**src/sv/ccrc_pkg.sv**
```systemverilog
package ccrc_pkg;

   localparam int unsigned CSR_ADDR_W = 5;
   localparam int unsigned CSR_DATA_W = 32;

   localparam logic [31:0] CRC_ALL_ONES = 32'hFFFF_FFFF;
   localparam logic [31:0] CRC_TOP_BIT  = 32'h8000_0000;

   localparam logic [31:0] POLY_RESET     = 32'h04C1_1DB7;
   localparam logic [31:0] XOR_OUT_RESET  = 32'hFFFF_FFFF;

   localparam logic [2:0] BYTES_PER_WORD = 3'd4;

   // register index, byte address is 4 * index
   typedef enum logic [2:0] {
      REG_POLY      = 3'd0,
      REG_REFL_IN   = 3'd1,
      REG_REFL_OUT  = 3'd2,
      REG_XOR_OUT   = 3'd3,
      REG_WORD_MODE = 3'd4
   } reg_idx_type;

   typedef struct packed {
      logic [31:0] data_word;
      logic [2:0]  byte_count;
      logic        last_item;
   } req_type;

   typedef struct packed {
      logic [31:0] crc_value;
      logic        length_error;
   } rsp_type;

   // configuration as seen by the datapath
   typedef struct packed {
      logic [31:0] generator_polynomial;
      logic        reflect_input_bytes;
      logic        reflect_output_crc;
      logic [31:0] output_xor_value;
      logic        word_order_mode;
   } cfg_type;

   function automatic logic [7:0] rev8(input logic [7:0] b);
      logic [7:0] r;
      for (int i = 0; i < 8; i++) begin
         r[7-i] = b[i];
      end
      return r;
   endfunction

   function automatic logic [31:0] rev32(input logic [31:0] v);
      logic [31:0] r;
      for (int i = 0; i < 32; i++) begin
         r[31-i] = v[i];
      end
      return r;
   endfunction

   // one byte through the MSB-first shift register, eight bit steps
   function automatic logic [31:0] fold_byte(
      input logic [31:0] crc,
      input logic [7:0]  data,
      input logic [31:0] poly,
      input logic        refl
   );
      logic [7:0]  b;
      logic [31:0] c;
      b = refl ? rev8(data) : data;
      c = crc ^ {b, 24'h0};
      for (int i = 0; i < 8; i++) begin
         if ((c & CRC_TOP_BIT) != 32'h0) begin
            c = {c[30:0], 1'b0} ^ poly;
         end else begin
            c = {c[30:0], 1'b0};
         end
      end
      return c;
   endfunction

endpackage

```
**src/sv/ccrc_csr.sv**
```systemverilog
module ccrc_csr (
   input  logic                           clock,
   input  logic                           reset,
   input  logic                           csr_psel,
   input  logic                           csr_penable,
   input  logic                           csr_pwrite,
   input  logic [ccrc_pkg::CSR_ADDR_W-1:0] csr_paddr,
   input  logic [ccrc_pkg::CSR_DATA_W-1:0] csr_pwdata,
   output logic [ccrc_pkg::CSR_DATA_W-1:0] csr_prdata,
   output logic                           csr_pready,
   output ccrc_pkg::cfg_type              cfg
);
   import ccrc_pkg::*;

   cfg_type     cfg_ff;
   cfg_type     cfg_in;
   logic        wr_en;
   logic [2:0]  reg_idx;

   assign csr_pready = 1'b1;
   assign wr_en      = csr_psel & csr_penable & csr_pwrite;
   assign reg_idx    = csr_paddr[4:2];

   // register write decode
   always_comb begin
      cfg_in = cfg_ff;
      if (wr_en) begin
         unique case (reg_idx)
            REG_POLY:      cfg_in.generator_polynomial = csr_pwdata;
            REG_REFL_IN:   cfg_in.reflect_input_bytes  = csr_pwdata[0];
            REG_REFL_OUT:  cfg_in.reflect_output_crc   = csr_pwdata[0];
            REG_XOR_OUT:   cfg_in.output_xor_value     = csr_pwdata;
            REG_WORD_MODE: cfg_in.word_order_mode      = csr_pwdata[0];
            default:       cfg_in = cfg_ff;
         endcase
      end
   end

   always_ff @(posedge clock) begin
      if (reset) begin
         cfg_ff.generator_polynomial <= POLY_RESET;
         cfg_ff.reflect_input_bytes  <= 1'b1;
         cfg_ff.reflect_output_crc   <= 1'b1;
         cfg_ff.output_xor_value     <= XOR_OUT_RESET;
         cfg_ff.word_order_mode      <= 1'b0;
      end else begin
         cfg_ff <= cfg_in;
      end
   end

   // read mux
   always_comb begin
      unique case (reg_idx)
         REG_POLY:      csr_prdata = cfg_ff.generator_polynomial;
         REG_REFL_IN:   csr_prdata = {31'h0, cfg_ff.reflect_input_bytes};
         REG_REFL_OUT:  csr_prdata = {31'h0, cfg_ff.reflect_output_crc};
         REG_XOR_OUT:   csr_prdata = cfg_ff.output_xor_value;
         REG_WORD_MODE: csr_prdata = {31'h0, cfg_ff.word_order_mode};
         default:       csr_prdata = '0;
      endcase
   end

   assign cfg = cfg_ff;

endmodule

```
**src/sv/ccrc_engine.sv**
```systemverilog
module ccrc_engine (
   input  logic              clock,
   input  logic              reset,
   input  ccrc_pkg::cfg_type cfg,
   input  logic              req_valid,
   output logic              req_stall,
   input  ccrc_pkg::req_type req_payload,
   output logic              rsp_valid,
   input  logic              rsp_stall,
   output ccrc_pkg::rsp_type rsp_payload
);
   import ccrc_pkg::*;

   req_type     in_ff;
   logic        in_vld_ff;
   logic        in_vld_in;
   logic [31:0] crc_ff;
   logic [31:0] crc_in;
   logic        err_ff;
   logic        err_in;
   rsp_type     out_ff;
   rsp_type     out_in;
   logic        out_vld_ff;
   logic        out_vld_in;

   logic        advance;
   logic        req_take;
   logic [2:0]  count_sat;
   logic [7:0]  seq_byte [4];
   logic [3:0]  seq_en;
   logic [31:0] fold_crc [5];
   logic        err_next;
   logic [31:0] crc_out;

   // a non-last request never needs the result slot
   assign advance   = in_vld_ff & (~in_ff.last_item | ~out_vld_ff | ~rsp_stall);
   assign req_stall = in_vld_ff & ~advance;
   assign req_take  = req_valid & ~req_stall;

   // byte order and enables: word mode folds 3..0, byte mode 0..count-1
   always_comb begin
      count_sat = (in_ff.byte_count > BYTES_PER_WORD) ? BYTES_PER_WORD : in_ff.byte_count;
      for (int k = 0; k < 4; k++) begin
         if (cfg.word_order_mode) begin
            seq_byte[k] = in_ff.data_word[8*(3-k) +: 8];
            seq_en[k]   = 1'b1;
         end else begin
            seq_byte[k] = in_ff.data_word[8*k +: 8];
            seq_en[k]   = (3'(k) < count_sat);
         end
      end
   end

   // four byte folds in a row
   always_comb begin
      fold_crc[0] = crc_ff;
      for (int k = 0; k < 4; k++) begin
         fold_crc[k+1] = seq_en[k] ?
            fold_byte(fold_crc[k], seq_byte[k], cfg.generator_polynomial,
                      cfg.reflect_input_bytes) : fold_crc[k];
      end
   end

   assign err_next = err_ff | (cfg.word_order_mode & (count_sat < BYTES_PER_WORD));
   assign crc_out  = (cfg.reflect_output_crc ? rev32(fold_crc[4]) : fold_crc[4])
                     ^ cfg.output_xor_value;

   // next state
   always_comb begin
      in_vld_in  = in_vld_ff;
      crc_in     = crc_ff;
      err_in     = err_ff;
      out_in     = out_ff;
      out_vld_in = out_vld_ff & rsp_stall;
      if (advance) begin
         in_vld_in = 1'b0;
         if (in_ff.last_item) begin
            crc_in     = CRC_ALL_ONES;
            err_in     = 1'b0;
            out_vld_in = 1'b1;
            out_in.length_error = err_next;
            out_in.crc_value    = err_next ? 32'h0 : crc_out;
         end else begin
            crc_in = fold_crc[4];
            err_in = err_next;
         end
      end
      if (req_take) begin
         in_vld_in = 1'b1;
      end
   end

   always_ff @(posedge clock) begin
      if (reset) begin
         in_vld_ff  <= 1'b0;
         crc_ff     <= CRC_ALL_ONES;
         err_ff     <= 1'b0;
         out_vld_ff <= 1'b0;
      end else begin
         in_vld_ff  <= in_vld_in;
         crc_ff     <= crc_in;
         err_ff     <= err_in;
         out_vld_ff <= out_vld_in;
      end
      if (req_take) begin
         in_ff <= req_payload;
      end
      out_ff <= out_in;
   end

   assign rsp_valid   = out_vld_ff;
   assign rsp_payload = out_ff;

   // message end restarts the running state
   a_restart: assert property (@(posedge clock) disable iff (reset)
      advance && in_ff.last_item |=> crc_ff == CRC_ALL_ONES && !err_ff)
      else $error("running state not restarted after last request");

   a_err_zero: assert property (@(posedge clock) disable iff (reset)
      out_vld_ff && out_ff.length_error |-> out_ff.crc_value == 32'h0)
      else $error("length error result with nonzero crc");

   a_stall_full: assert property (@(posedge clock) disable iff (reset)
      req_stall |-> in_vld_ff && in_ff.last_item && out_vld_ff && rsp_stall)
      else $error("input stalled without a blocked result");

   a_no_overwrite: assert property (@(posedge clock) disable iff (reset)
      out_vld_ff && rsp_stall |=> out_vld_ff && $stable(out_ff))
      else $error("held result lost or overwritten");

endmodule

```
**src/sv/configurable_crc32_engine_core.sv**
```systemverilog
// Flow: a request accepted into the input register is folded from there into the
//   running CRC register; a last request instead loads the result register,
//   which drives rsp_valid until the result is taken.
// Throughput: one request per cycle when not stalled; the four byte folds of a
//   word run combinationally on the running CRC register. Stall: a last request
//   waits in the input register while an earlier result is held by rsp_stall.
// Reset: synchronous, active high; clears the pipeline, restarts the CRC at
//   all ones and loads the configuration registers with their defaults.
module configurable_crc32_engine_core (
   input  logic                            clock,
   input  logic                            reset,
   input  logic                            req_valid,
   output logic                            req_stall,
   input  ccrc_pkg::req_type               req_payload,
   output logic                            rsp_valid,
   input  logic                            rsp_stall,
   output ccrc_pkg::rsp_type               rsp_payload,
   input  logic                            csr_psel,
   input  logic                            csr_penable,
   input  logic                            csr_pwrite,
   input  logic [ccrc_pkg::CSR_ADDR_W-1:0] csr_paddr,
   input  logic [ccrc_pkg::CSR_DATA_W-1:0] csr_pwdata,
   output logic [ccrc_pkg::CSR_DATA_W-1:0] csr_prdata,
   output logic                            csr_pready
);
   import ccrc_pkg::*;

   cfg_type cfg;

   // configuration registers
   ccrc_csr u_csr (
      .clock       (clock),
      .reset       (reset),
      .csr_psel    (csr_psel),
      .csr_penable (csr_penable),
      .csr_pwrite  (csr_pwrite),
      .csr_paddr   (csr_paddr),
      .csr_pwdata  (csr_pwdata),
      .csr_prdata  (csr_prdata),
      .csr_pready  (csr_pready),
      .cfg         (cfg)
   );

   // CRC datapath
   ccrc_engine u_engine (
      .clock       (clock),
      .reset       (reset),
      .cfg         (cfg),
      .req_valid   (req_valid),
      .req_stall   (req_stall),
      .req_payload (req_payload),
      .rsp_valid   (rsp_valid),
      .rsp_stall   (rsp_stall),
      .rsp_payload (rsp_payload)
   );

endmodule

```
**config.mk**
```make
export PLATFORM = sky130hd
export DESIGN_NAME = configurable_crc32_engine_core
export DESIGN_NICKNAME = d
export VERILOG_FILES = /design/src/sv/ccrc_pkg.sv /design/src/sv/ccrc_csr.sv /design/src/sv/ccrc_engine.sv /design/src/sv/configurable_crc32_engine_core.sv
export SDC_FILE = /design/constraint.sdc
export NUM_CORES = 2
export LEC_CHECK = 0
export ABC_AREA = 1
export BUFFER_PORTS_ARGS = -buffer_cell sky130_fd_sc_hd__buf_2
export CAP_MARGIN = 10
export CELL_PAD_IN_SITES_DETAIL_PLACEMENT = 0
export CELL_PAD_IN_SITES_GLOBAL_PLACEMENT = 1
export CORE_MARGIN = 10
export CORE_UTILIZATION = 40
export DETAILED_ROUTE_END_ITERATION = 8
export PLACE_DENSITY_LB_ADDON = 0.1
export SLEW_MARGIN = 20
export SYNTH_ARGS = -nofsm -noshare
export SYNTH_HDL_FRONTEND = slang
export SYNTH_SLANG_ARGS = --single-unit
```
**constraint.sdc**
```tcl
create_clock -name clock -period 9.9 [get_ports clock]
set_clock_uncertainty 0.1 [all_clocks]
set_input_delay 0.99 -clock clock [delete_from_list [all_inputs] [get_ports clock]]
set_output_delay 0.99 -clock clock [all_outputs]
set_load 0.01 [all_outputs]
```
==> results_dict.tcl <==
set metrics [dict create \
    run_status "finished with violations" \
    violations "negative setup slack" \
    floorplan.initialDensity_pct 40.2 \
    worstHoldPathCells 1 \
    wl_cell_um 21.8 \
    port_buffers 144 \
    grt_start_max_net_pins 57 \
    fp.dieW_um 274 \
    critPathBufInv 16 \
    holdPathEnd "u_engine.err_ff$_SDFFE_PP0P_" \
    setup.worst_path.class "flip-flop to flip-flop" \
    fmax_mhz 87.3 \
    via_count 30300 \
    timing.critical_path.max_delay_family "simple AND/OR/NAND/NOR gates" \
    clock_sinks 171 \
    syn_avg_cell_area_sq_um 5.87 \
    drive_above_1_share_pct 28.0 \
    antenna_found_initial 6 \
    post_detailed_route_drc_marker_count 0 \
    finalMaxSlewViolations 0 \
    final-setup-viol-count 64 \
    crit_path_max_incr_delay_ns 0.49 \
    areaGrowthSynthToFinish_pct 34.0 \
    number_of_global_route_vias_before_repair 27400 \
    finalSetupTns_ns -89.16 \
    drt-total-wl_mm 124 \
    timing.final.hold_violations 0 \
    core_area_sq_um 64200 \
    critical_path.max_fanout 8 \
    nNetsFinal 4912 \
    mappedNetlistNets 4483 \
    cell_repeated_most_along_the_worst_path "sky130_fd_sc_hd__nand2_4" \
    worst_r2r_startpoint "u_engine.in_ff[28]$_DFFE_PP_" \
    ys_warn_count 0 \
    boundaryPins 148 \
    clock_latency_ns 0.50 \
    worst_setup_path_start_kind "flip-flop" \
    detail_route.first_pass.iterations 6 \
    hpwl_mm 92.8 \
    antennaDiodeCount 0 \
    setup_slack_ns -1.55 \
    worst_hold_class "flip-flop to flip-flop" \
    row_count 93 \
    placement.cell_area_sq_um 30100 \
    postSynthRegisterBits 171 \
    cts_tree "yes" \
    reg2reg_setup_slack_ns -1.55 \
    grt_overflow 0 \
    post_synth_inst_count 4403 \
    timing_worst_slew_pin_value_ns 1.12 \
    critical_path.reg2reg.endpoint "u_engine.rsp_payload[32]$_SDFFCE_PN0P_" \
    drt-vias-per-instance 5.32 \
    hold_path_startpoint "u_engine.err_ff$_SDFFE_PP0P_" \
    final_cell_area_sq_um 34600 \
    worst_setup_hold_path_clk_slew_ns 0.08 \
    dieArea_sq_um 75100 \
    dieHeight_um 274 \
    seq_area_frac_synth_pct 15.9 \
    synth_ff_type "sky130_fd_sc_hd__dfxtp_1" \
    period_needed_ns 11.45 \
    detailedRoute.firstIterationViolations 3094 \
    grt_setup_unrepaired "yes" \
    crit_slowest_cell "sky130_fd_sc_hd__edfxtp_1" \
    yosysTopAreaCellShare_pct 20.1 \
    crit_cells 103 \
    cts-htree-levels 4 \
    ant_nets 0 \
    clock_tree.root_cell "sky130_fd_sc_hd__clkbuf_16" \
    fin_crit_sh_pct 116 \
    yosysTopAreaCell "sky130_fd_sc_hd__nand2_1" \
    ys_top_cells_by_area "sky130_fd_sc_hd__nand2_1, sky130_fd_sc_hd__xnor2_1, sky130_fd_sc_hd__nand3_1" \
    cts-root-to-sink-buffers 2 \
    synth_edf_count 69 \
    synth.distinct_cells 44 \
    timing.max_slew.rel_slack_pct 25.0 \
    grt.total_usage_pct 31.5 \
    max_cap_viol_count 0 \
    worstSetupEndpointType "flip-flop" \
    post-place-ws_ns -1.62 \
    r2r.worst_path.cells 103 \
    synth_async_sr_flop_share_pct 0 \
    gp_congestion 1.01 \
    synth.cell_area_sq_um 25800 \
    cts_buffers 17 \
    arrival_ns 11.61 \
    grt_pass1_wl_mm 179 \
    worst-endpoint-required_ns 10.06 \
]
## flip-flops by register name (all words and copies together) (netlist names)
register and count:
u_engine.rsp_valid 1, u_engine.in_vld_ff 1, u_engine.rsp_payload 33, u_engine.in_ff 36
u_csr.cfg 67, u_engine.err_ff 1, u_engine.crc_ff 32
## placed cells by master (no fill, tap or decap), drive strengths merged, types with 2 or more instances in the layout
| master | Yosys | final |
|---|---|---|
| nand2 | 1423 | 1424 |
| buf | 158 | 724 |
| nand3 | 586 | 586 |
| xnor2 | 472 | 472 |
| nor2 | 352 | 352 |
| inv | 336 | 345 |
| xor2 | 268 | 268 |
| o21ai | 216 | 216 |
| dfxtp | 102 | 102 |
| a21oi | 102 | 102 |
| edfxtp | 69 | 69 |
| o211ai | 28 | 28 |
| o22ai | 25 | 25 |
| nand4 | 20 | 20 |
| clkbuf | 160 | 19 |
| or2 | 18 | 18 |
| clkinv | 10 | 15 |
| o21bai | 13 | 13 |
| a31oi | 9 | 9 |
| nor3 | 8 | 8 |
| nand3b | 6 | 6 |
| nand2b | 6 | 6 |
| a21o | 5 | 5 |
| mux2i | 2 | 2 |
| clkinvlp | 0 | 2 |
| a311o | 2 | 2 |
| o31ai | 2 | 2 |
## synthesized netlist by cell type (28+ instances only)
cell type / number
sky130_fd_sc_hd__a21oi_1: 102
sky130_fd_sc_hd__buf_1: 76
sky130_fd_sc_hd__buf_2: 53
sky130_fd_sc_hd__clkbuf_1: 160
sky130_fd_sc_hd__dfxtp_1: 102
sky130_fd_sc_hd__edfxtp_1: 69
sky130_fd_sc_hd__inv_1: 321
sky130_fd_sc_hd__nand2_1: 1381
sky130_fd_sc_hd__nand2_2: 31
sky130_fd_sc_hd__nand3_1: 562
sky130_fd_sc_hd__nor2_1: 343
sky130_fd_sc_hd__o211ai_1: 28
sky130_fd_sc_hd__o21ai_0: 206
sky130_fd_sc_hd__xnor2_1: 471
sky130_fd_sc_hd__xor2_1: 268
## kinds of logic (layout without fill, tap and decap cells)
family,count (synthesis),count (layout),synth area share (%)
other cells,1,1,0.0145
flops,171,171,15.9
mux,2,2,0.0775
simple gates,2420,2421,39.9
compound gates,405,405,8.57
buf+inv,664,1105,10.4
xor+xnor,740,740,25.1
## timing repair
| action | 4_1_cts | 5_1_grt |
|---|---|---|
| endpoints found under the setup margin | 64 | 64 |
| setup buffers | 66 | 32 |
| cloned | 4 | 2 |
| pin swaps | 99 | 192 |
| gates resized for setup | 323 | 388 |
| hold buffers | 0 | 0 |
| endpoints found under the hold margin | 0 | 0 |
## area by class of cell
cell class              count  area, sq um
clock buffers              17          425
clock inverters            15          204
fillers                  6499        29600
inverters                 346         1320
multi-input cells        3569        21700
flip-flops and latches    171         4120
well taps                 855         1070
repair buffers            726         5760
repair inverters            1         7.51
## metal layers
metal / global-route usage, % / share of wire [%] / vias up
met5: 0 / 0.015 / -
met4: 14.5 / 5.4 / 2
met3: 4.57 / 8.5 / 280
met2: 51.0 / 45 / 1364
met1: 40.8 / 41 / 14000
li1: - / - / 14700
## worst register-to-register path, delay by kind of cell, from the launching register on
| family | cells | cell delay, ns |
|---|---|---|
| xor+xnor | 3 | 0.71 |
| compound gates | 1 | 0.20 |
| flops | 1 | 0.49 |
| simple gates | 83 | 8.11 |
| buf+inv | 16 | 1.62 |
## per-stage QoR
| step | cells | util [%] | hold WS (ns) |
|---|---|---|---|
| after floorplan | 4403 | - | 0.341 |
| after global placement | 5566 | 46.9 | 0.380 |
| after detailed placement | 5566 | 46.9 | 0.389 |
| after CTS | 5667 | 50.8 | 0.413 |
| after global routing | 5700 | 53.9 | 0.463 |
| final | 5700 | 53.9 | 0.413 |
## worst max path at each step
| stage | startpoint | to |
|---|---|---|
| after CTS | u_csr.cfg[0]$_SDFFE_PP0P_ | u_engine.rsp_payload[31]$_SDFFCE_PN0P_ |
| after floorplan | u_csr.cfg[0]$_SDFFE_PP0P_ | u_engine.rsp_payload[29]$_SDFFCE_PN0P_ |
| final | u_engine.in_ff[28]$_DFFE_PP_ | u_engine.rsp_payload[32]$_SDFFCE_PN0P_ |
| after global placement | u_csr.cfg[34]$_SDFFE_PP1P_ | u_engine.rsp_payload[18]$_SDFFCE_PN0P_ |
| after global routing | u_engine.in_ff[28]$_DFFE_PP_ | u_engine.rsp_payload[21]$_SDFFCE_PN0P_ |
| after detailed placement | u_csr.cfg[34]$_SDFFE_PP1P_ | u_engine.rsp_payload[19]$_SDFFCE_PN0P_ |
Power is not shown: default switching activity piles up to over one toggle a cycle in this logic, so the estimate is an artifact.
